[config.mk]
export PLATFORM = sky130hd
export DESIGN_NAME = lolt_ctrl
export DESIGN_NICKNAME = d
export VERILOG_FILES = /design/src/sv/lolt_pkg.sv /design/src/sv/lolt_ctrl.sv
export SDC_FILE = /design/constraint.sdc
export NUM_CORES = 1
export LEC_CHECK = 0
export BUFFER_PORTS_ARGS = -buffer_cell sky130_fd_sc_hd__buf_2
export CORE_MARGIN = 2
export CORE_UTILIZATION = 40
export CTS_CLUSTER_SIZE = 12
export DETAILED_ROUTE_END_ITERATION = 10
export PLACE_DENSITY = 0.67
export SYNTH_ARGS = -nofsm -noshare
export SYNTH_HDL_FRONTEND = slang
export SYNTH_SLANG_ARGS = --single-unit
[constraint.sdc]
create_clock -name i_clk -period 2.8 [get_ports i_clk]
set_clock_uncertainty 0.15 [all_clocks]
set_input_delay 0.14 -clock i_clk [delete_from_list [all_inputs] [get_ports i_clk]]
set_output_delay 0.14 -clock i_clk [all_outputs]
set_load 0.01 [all_outputs]
[src/sv/lolt_pkg.sv]
// Shared types and sizing constants for the layered outpoint lookup table.
// No dependencies.
`default_nettype none
package lolt_pkg;
    localparam int OVL_N   = 64;
    localparam int MST_N   = 256;
    localparam int PND_N   = 32;
    localparam int OVL_AW  = $clog2(OVL_N);
    localparam int MST_AW  = $clog2(MST_N);
    localparam int PND_AW  = (PND_N > 1) ? $clog2(PND_N) : 1;
    localparam int ADDR_W  = (OVL_AW > MST_AW) ? ((OVL_AW > PND_AW) ? OVL_AW : PND_AW)
                                               : ((MST_AW > PND_AW) ? MST_AW : PND_AW);
    localparam int CNT_W   = ADDR_W + 1;
    localparam int PCNT_W  = $clog2(PND_N + 1);
    localparam int HASH_W  = 256;
    localparam int IDX_W   = 31;
    localparam int ID_W    = 63;
    localparam int ENTRY_W = HASH_W + IDX_W + ID_W;

    typedef enum logic [1:0] {
        CMD_INSERT = 2'd0,
        CMD_LOOKUP = 2'd1,
        CMD_INVAL  = 2'd2,
        CMD_COMMIT = 2'd3
    } t_cmd;

    typedef enum logic [1:0] {
        ST_OK       = 2'd0,
        ST_FULL     = 2'd1,
        ST_PND_FULL = 2'd2,
        ST_OVERFLOW = 2'd3
    } t_status;

    typedef enum logic {TBL_OVL = 1'b0, TBL_MST = 1'b1} t_tbl;
    typedef enum logic {SCAN_KEY = 1'b0, SCAN_ID = 1'b1} t_scan_op;

    typedef struct packed {
        logic              load_in;
        logic              load_ovl;
        logic              load_pnd;
        logic              clr_scan;
        logic              scan_en;
        t_tbl              scan_tbl;
        t_scan_op          scan_op;
        logic              rd_ovl;
        logic              rd_mst;
        logic              rd_pnd;
        logic [ADDR_W-1:0] addr;
        logic              put;
        t_tbl              put_tbl;
        logic              push_pnd;
        logic              clr_commit;
        logic              out_load;
        logic              out_lookup;
        t_status           out_status;
    } t_dp_cmd;

    typedef struct packed {
        logic              match;
        logic              free;
        logic              pnd_full;
        logic [OVL_N-1:0]  ovl_valid;
        logic [PCNT_W-1:0] pnd_cnt;
    } t_dp_sts;
endpackage
`default_nettype wire

[src/sv/lolt_ctrl.sv]
// Controller: sequences table scans, inserts, commit walk and result handshake.
// Depends on lolt_pkg.
`default_nettype none
module lolt_ctrl
    import lolt_pkg::*;
(
    input  wire logic        i_clk,
    input  wire logic        i_rst_n,
    input  wire logic        i_in_valid,
    output logic             o_in_ready,
    input  wire logic [1:0]  i_command,
    input  wire logic        i_table_select,
    output logic             o_out_valid,
    input  wire logic        i_out_ready,
    input  wire logic        i_cfg_we,
    input  wire logic        i_cfg_wdata,
    input  wire t_dp_sts     i_sts,
    output t_dp_cmd          o_cmd
);
    typedef enum logic [3:0] {
        S_IDLE, S_SCAN, S_SWAIT, S_IPUT, S_LCHK, S_VPUSH, S_COCHK, S_COLOAD,
        S_CPUT, S_CPCHK, S_CPLOAD, S_CPNEXT, S_CCLR, S_DONE
    } t_state;

    t_state            r_state, n_state, r_ret, n_ret;
    t_tbl              r_tbl, n_tbl;
    t_scan_op          r_op, n_op;
    logic [CNT_W-1:0]  r_cnt, n_cnt;
    logic [CNT_W-1:0]  r_slot, n_slot;
    t_status           r_status, n_status;
    logic              r_lookup, n_lookup;
    logic              r_link;
    logic              r_out_valid, n_out_valid;
    logic [CNT_W-1:0]  last;

    assign last        = (r_tbl == TBL_MST) ? CNT_W'(MST_N - 1) : CNT_W'(OVL_N - 1);
    assign o_in_ready  = (r_state == S_IDLE);
    assign o_out_valid = r_out_valid;

    always_comb begin
        n_state     = r_state;
        n_ret       = r_ret;
        n_tbl       = r_tbl;
        n_op        = r_op;
        n_cnt       = r_cnt;
        n_slot      = r_slot;
        n_status    = r_status;
        n_lookup    = r_lookup;
        n_out_valid = r_out_valid && !i_out_ready;
        o_cmd            = '0;
        o_cmd.scan_tbl   = r_tbl;
        o_cmd.scan_op    = r_op;
        o_cmd.put_tbl    = r_tbl;
        o_cmd.out_lookup = r_lookup;
        o_cmd.out_status = r_status;
        o_cmd.addr       = r_slot[ADDR_W-1:0];
        unique case (r_state)
            S_IDLE: begin
                if (i_in_valid) begin
                    o_cmd.load_in = 1'b1;
                    o_cmd.clr_scan = 1'b1;
                    n_status = ST_OK;
                    n_lookup = 1'b0;
                    n_cnt    = '0;
                    n_slot   = '0;
                    n_tbl    = t_tbl'(i_table_select);
                    unique case (t_cmd'(i_command))
                        CMD_INSERT: begin
                            n_op = SCAN_KEY;
                            n_ret = S_IPUT;
                            n_state = S_SCAN;
                        end
                        CMD_LOOKUP: begin
                            n_op = SCAN_KEY;
                            n_lookup = 1'b1;
                            n_ret = S_LCHK;
                            n_state = S_SCAN;
                        end
                        CMD_INVAL: begin
                            n_op = SCAN_ID;
                            if (i_table_select) begin
                                n_ret = S_DONE;
                                n_state = S_SCAN;
                            end else if (i_sts.pnd_full) begin
                                n_status = ST_PND_FULL;
                                n_state = S_DONE;
                            end else begin
                                n_ret = S_VPUSH;
                                n_state = S_SCAN;
                            end
                        end
                        CMD_COMMIT: begin
                            n_state = S_COCHK;
                        end
                        default: n_state = S_IDLE;
                    endcase
                end
            end
            S_SCAN: begin
                o_cmd.scan_en = 1'b1;
                o_cmd.rd_ovl  = (r_tbl == TBL_OVL);
                o_cmd.rd_mst  = (r_tbl == TBL_MST);
                o_cmd.addr    = r_cnt[ADDR_W-1:0];
                n_cnt = r_cnt + CNT_W'(1);
                if (r_cnt == last) begin
                    n_state = S_SWAIT;
                end
            end
            S_SWAIT: n_state = r_ret;
            S_IPUT: begin
                if (i_sts.match || i_sts.free) begin
                    o_cmd.put = 1'b1;
                end else begin
                    n_status = ST_FULL;
                end
                n_state = S_DONE;
            end
            S_LCHK: begin
                if (i_sts.match || (r_tbl == TBL_MST) || !r_link) begin
                    n_state = S_DONE;
                end else begin
                    o_cmd.clr_scan = 1'b1;
                    n_tbl = TBL_MST;
                    n_cnt = '0;
                    n_state = S_SCAN;
                end
            end
            S_VPUSH: begin
                o_cmd.push_pnd = 1'b1;
                n_state = S_DONE;
            end
            S_COCHK: begin
                if (r_slot == CNT_W'(OVL_N)) begin
                    n_slot = '0;
                    n_state = S_CPCHK;
                end else if (i_sts.ovl_valid[r_slot[OVL_AW-1:0]]) begin
                    o_cmd.rd_ovl = 1'b1;
                    n_state = S_COLOAD;
                end else begin
                    n_slot = r_slot + CNT_W'(1);
                end
            end
            S_COLOAD: begin
                o_cmd.load_ovl = 1'b1;
                o_cmd.clr_scan = 1'b1;
                n_tbl = TBL_MST;
                n_op  = SCAN_KEY;
                n_cnt = '0;
                n_ret = S_CPUT;
                n_state = S_SCAN;
            end
            S_CPUT: begin
                if (i_sts.match || i_sts.free) begin
                    o_cmd.put = 1'b1;
                end else begin
                    n_status = ST_OVERFLOW;
                end
                n_slot = r_slot + CNT_W'(1);
                n_state = S_COCHK;
            end
            S_CPCHK: begin
                if (r_slot >= CNT_W'(i_sts.pnd_cnt)) begin
                    n_state = S_CCLR;
                end else begin
                    o_cmd.rd_pnd = 1'b1;
                    n_state = S_CPLOAD;
                end
            end
            S_CPLOAD: begin
                o_cmd.load_pnd = 1'b1;
                n_tbl = TBL_MST;
                n_op  = SCAN_ID;
                n_cnt = '0;
                n_ret = S_CPNEXT;
                n_state = S_SCAN;
            end
            S_CPNEXT: begin
                n_slot = r_slot + CNT_W'(1);
                n_state = S_CPCHK;
            end
            S_CCLR: begin
                o_cmd.clr_commit = 1'b1;
                n_state = S_DONE;
            end
            S_DONE: begin
                if (!r_out_valid || i_out_ready) begin
                    o_cmd.out_load = 1'b1;
                    n_out_valid = 1'b1;
                    n_state = S_IDLE;
                end
            end
            default: n_state = S_IDLE;
        endcase
    end

    always_ff @(posedge i_clk) begin
        if (!i_rst_n) begin
            r_state     <= S_IDLE;
            r_ret       <= S_IDLE;
            r_out_valid <= 1'b0;
            r_link      <= 1'b0;
            r_tbl       <= TBL_OVL;
            r_op        <= SCAN_KEY;
            r_cnt       <= '0;
            r_slot      <= '0;
            r_status    <= ST_OK;
            r_lookup    <= 1'b0;
        end else begin
            r_state     <= n_state;
            r_ret       <= n_ret;
            r_out_valid <= n_out_valid;
            r_tbl       <= n_tbl;
            r_op        <= n_op;
            r_cnt       <= n_cnt;
            r_slot      <= n_slot;
            r_status    <= n_status;
            r_lookup    <= n_lookup;
            if (i_cfg_we) begin
                r_link <= i_cfg_wdata;
            end
        end
    end
endmodule
`default_nettype wire

==> results_tabular.tex <==
\begin{tabular}{lr}
\hline
Metric & Value \\
\hline
\multicolumn{2}{l}{\textbf{Status}} \\
Status & completed \\
\multicolumn{2}{l}{\textbf{Yosys}} \\
Number of nets in the synthesized netlist & approximately 460 \\
Part of the Yosys area used for sequential elements & roughly 22\% \\
Cell types with the largest area share after synthesis & sky130\_fd\_sc\_hd\_\_dfxtp\_1 22\%, sky130\_fd\_sc\_hd\_\_mux4\_2 11\%, sky130\_fd\_sc\_hd\_\_ha\_1 6.4\%, sky130\_fd\_sc\_hd\_\_nand2\_1 5.5\%, sky130\_fd\_sc\_hd\_\_nor2\_1 3.8\% \\
Warnings, synthesis & 0 \\
Distinct cell type count after synthesis & 60 \\
Number of enable-type register cells in the synthesized netlist & 0 \\
Proportion of register bits with asynchronous set or reset after synthesis & 0\% \\
Flop and latch count out of synthesis & 33 \\
Share of the synthesized area in the top cell type & between 20\% and 30\% \\
Main synth FF type & sky130\_fd\_sc\_hd\_\_dfxtp\_1 \\
Mean instance size in the synthesized netlist & around 8.0 um\^{}2 \\
Post-synthesis cell count & about 370 \\
Area leader, netlist & sky130\_fd\_sc\_hd\_\_dfxtp\_1 \\
Total standard cell area after synthesis & between 2000 and 3000 um\^{}2 \\
\multicolumn{2}{l}{\textbf{Worst setup path}} \\
Register-to-register setup slack & between 0.15 and 0.2 ns \\
Slowest-stage cell, CP & sky130\_fd\_sc\_hd\_\_a21oi\_1 \\
Critical path required time & $\sim$2.9 ns \\
Delay of the slowest critical-path stage & $\sim$0.54 ns \\
Critical path peak fanout & 14 \\
Worst Path Arrival & roughly 2.7 ns \\
Sort of element at the end of the critical path & flop \\
R2R cell count & 8 \\
Category of the most critical setup path & flop to flop \\
Cell type with the highest occurrence count on the critical path & sky130\_fd\_sc\_hd\_\_o21ai\_1 \\
Source of the worst register-to-register timing path & r\_slot[2]\$\_SDFFE\_PN0P\_ \\
Cell-by-cell listing of the critical path & buf\_4 > mux4\_2 > mux2i\_1 > a221oi\_1 > a22oi\_4 > a21oi\_1 > o21ai\_1 > o21ai\_1 \\
Nature of the critical path startpoint & flop \\
FF-to-FF End & r\_slot[2]\$\_SDFFE\_PN0P\_ \\
\multicolumn{2}{l}{\textbf{Clock network}} \\
Clk sink count & 33 \\
Clock Latency Late Sink & approximately 0.28 ns \\
Total CTS buffers & 5 \\
Deepest level of the CTS H-tree & 2 \\
Clock transition at the registers of the reported paths & around 0.07 ns \\
CTS tree & built \\
Clock root cell & sky130\_fd\_sc\_hd\_\_clkbuf\_8 \\
Post-CTS Setup Inserts & 0 \\
Maximum count of clock buffers along a single path & 2 \\
\multicolumn{2}{l}{\textbf{Floorplan}} \\
Rows & 31 \\
Starting density of the core & between 40\% and 50\% \\
Num ports & between 100 and 150 \\
Core Footprint & a little over 7000 um\^{}2 \\
Total die area & about 8000 um\^{}2 \\
Chip Width & around 90 um \\
Die boundary height & 89.8 um \\
\multicolumn{2}{l}{\textbf{Route}} \\
Detail Route Antenna Nets & 0 \\
Average via count per standard cell & about 5.4 \\
Total routed wirelength & $\sim$8700 um \\
Total via count in the routed design & between 3000 and 4000 \\
Routed length per placed instance & about 15 um \\
Number of DRC violations after detailed routing & 0 \\
First-pass iteration count of the detailed router & 4 \\
Violation count after the first detailed-routing iteration & roughly 200 \\
\multicolumn{2}{l}{\textbf{Timing}} \\
Remaining max-slew budget at the tightest pin & $\sim$57\% \\
Fin. Hold Viols & 0 \\
Setup violations, final & 0 \\
Part of the cycle the worst path needs & roughly 95\% \\
Peak Freq & approximately 380 MHz \\
Min setup slack post-route & $\sim$0.15 ns \\
Unrepaired setup endpoints after global routing & true \\
Tightest Pin Transition & approximately 0.64 ns \\
Slew Viols, Final & 0 \\
Min cycle time layout & between 2 and 3 ns \\
\multicolumn{2}{l}{\textbf{Global route}} \\
Number of global-route vias before repair & about 3100 \\
Met1 routing resource usage after global routing & roughly a quarter \\
Gr busiest metal & met2 \\
Met3 layer usage reported by global route & under 10\% \\
Wire length of the first global-routing pass & 14500 um \\
GRT Overall Usage & between 20\% and 30\% \\
Global route total overflow & 0 \\
GR Layer Usage met2 & between 30\% and 40\% \\
Largest net degree at the start of global routing & 27 \\
Number of antenna violations at the first check in global routing & 0 \\
\multicolumn{2}{l}{\textbf{Hold path}} \\
Min-delay worst type & input port to flop \\
Hold wc startpoint & i\_table\_select \\
End point of the most critical hold path & r\_ret[3]\$\_SDFFE\_PN0P\_ \\
Cells on Worst Hold Path & 3 \\
\multicolumn{2}{l}{\textbf{Finish}} \\
Fraction of layout cells with a size suffix above 1 & $\sim$35\% \\
Area growth from synthesis to final layout & 26.6\% \\
Final net count & 573 \\
Final standard cell utilization of the core & between 50\% and 60\% \\
Number of antenna cells inserted & 0 \\
Fill cell instance count of the final layout & roughly 720 \\
\multicolumn{2}{l}{\textbf{Placement}} \\
Post-Place Setup Slack & around 0.063 ns \\
Routability congestion estimate from global placement & 0.857 \\
HPWL after DPL & $\sim$6700 um \\
Port bufs & approximately 110 \\
\multicolumn{2}{l}{\textbf{Run}} \\
Max Cap Violations & 0 \\
\multicolumn{2}{l}{\textbf{Power}} \\
Largest voltage drop on the vdd net & $\sim$340 uV \\
Total leakage power & between 0.0015 and 0.002 uW \\
PwrDens & between 500 and 600 nW/um\^{}2 \\
\hline
\end{tabular}
[Yosys cell counts, types with 10 or more instances]
cell,n
sky130_fd_sc_hd__nand2b_1,10
sky130_fd_sc_hd__o21ai_0,16
sky130_fd_sc_hd__ha_1,15
sky130_fd_sc_hd__a21oi_1,16
sky130_fd_sc_hd__nor3_1,10
sky130_fd_sc_hd__nor2_1,30
sky130_fd_sc_hd__nand3_1,10
sky130_fd_sc_hd__clkbuf_1,12
sky130_fd_sc_hd__o21ai_1,12
sky130_fd_sc_hd__mux4_2,15
sky130_fd_sc_hd__nand2_1,43
sky130_fd_sc_hd__dfxtp_1,33
sky130_fd_sc_hd__inv_1,21
[metrics by stage]
step / total power [uW] / TNS [ns] / hold slack, ns / instance area, um^2 / instances
after floorplan: 1400 / 0 / 0.137 / 2940 / 366
after global placement: 1770 / 0 / 0.233 / 3610 / 566
after detailed placement: 1780 / 0 / 0.233 / 3610 / 566
after CTS: 2150 / 0 / 0.0140 / 3720 / 575
after global routing: 2320 / -0.0362 / 0.0222 / 3730 / 575
final: 2150 / 0 / 0.0187 / 3730 / 575
[critical path, delay by kind of cell, from the launching register on]
family / cells / cell delay [ns]
AO/OA/AOI/OAI: 5 / 1.49
buffers and inverters: 1 / 0.24
flip-flops: 1 / 0.41
multiplexers: 2 / 0.28
[final cells by class]
cell class | count | area [um^2] | area share (%)
Tap cell | 99 | 124 | 3.32
Sequential cell | 33 | 663 | 17.8
Clock buffer | 7 | 86.3 | 2.32
Multi-Input combinational cell | 283 | 2060 | 55.3
Inverter | 23 | 86.3 | 2.32
Timing Repair Buffer | 130 | 708 | 19.0
[placed cells by master (no fill, tap or decap), types with 4 or more instances in the layout]
master                       n
sky130_fd_sc_hd__or2_2       4
sky130_fd_sc_hd__nor3_1     10
sky130_fd_sc_hd__a21oi_1    16
sky130_fd_sc_hd__a31oi_1     4
sky130_fd_sc_hd__nand3_1    10
sky130_fd_sc_hd__mux4_2     15
sky130_fd_sc_hd__or3_1       4
sky130_fd_sc_hd__dfxtp_1    31
sky130_fd_sc_hd__buf_4      19
sky130_fd_sc_hd__inv_1      21
sky130_fd_sc_hd__nand2b_1   10
sky130_fd_sc_hd__o31ai_1     6
sky130_fd_sc_hd__and3_1      9
sky130_fd_sc_hd__ha_1       15
sky130_fd_sc_hd__o211ai_1    5
sky130_fd_sc_hd__a21o_1      4
sky130_fd_sc_hd__o21ai_1    12
sky130_fd_sc_hd__o21ai_0    16
sky130_fd_sc_hd__nor2b_1     8
sky130_fd_sc_hd__buf_2     109
sky130_fd_sc_hd__nand2_1    43
sky130_fd_sc_hd__o21a_1      4
sky130_fd_sc_hd__mux2i_1     9
sky130_fd_sc_hd__clkbuf_8    6
sky130_fd_sc_hd__nor2_1     30
[cells by family after synthesis]
family	Yosys count	synth area share, %
AND/OR/NAND/NOR	145	24.8
XOR/XNOR	5	1.49
flip-flops	33	22.4
adder cells (fa/ha/maj)	15	6.37
AO/OA/AOI/OAI	92	21.9
buffers and inverters	50	7.73
multiplexers	26	15.3
[where the power goes]
part	switching (uW)	internal (uW)	total, uW
Clock	176	195	371
Combinational	721	475	1200
Sequential	45.3	542	587
Total	942	1210	2150
[how the worst max path moves through the flow]
stage                           startpoint  cells after the start                      end  slack (ns)
global placement    r_slot[2]$_SDFFE_PN0P_                      8   r_slot[3]$_SDFFE_PN0P_        0.17
CTS                 r_slot[2]$_SDFFE_PN0P_                      7                o_cmd[18]        0.02
finish              r_slot[2]$_SDFFE_PN0P_                      8   r_slot[2]$_SDFFE_PN0P_        0.15
floorplan           r_slot[0]$_SDFFE_PN0P_                     11  r_state[1]$_SDFFE_PN0P_        0.12
detailed placement  r_slot[2]$_SDFFE_PN0P_                      8   r_slot[8]$_SDFFE_PN0P_        0.06
global route        r_slot[2]$_SDFFE_PN0P_                      8   r_slot[2]$_SDFFE_PN0P_       -0.03
[repair_timing]
item                                    CTS  global route
gates resized for setup                   0             4
hold buffers                              2             0
endpoints found under the setup margin    0            10
hold endpoints to repair                  1             0
[flip-flops by register name, summed over array words and instances (netlist names)]
signal,flops
o_out_valid,1
r_cnt,9
r_ret,4
r_tbl,1
r_op,1
r_slot,9
r_status,2
r_link,1
r_lookup,1
r_state,4
[per-layer routing]
layer	vias up	part of all wire (%)
li1	1536	-
met1	1447	43
met2	122	48
met3	11	7.3
met4	0	1.1
met5	-	0
(Power assumes the default switching activity.)
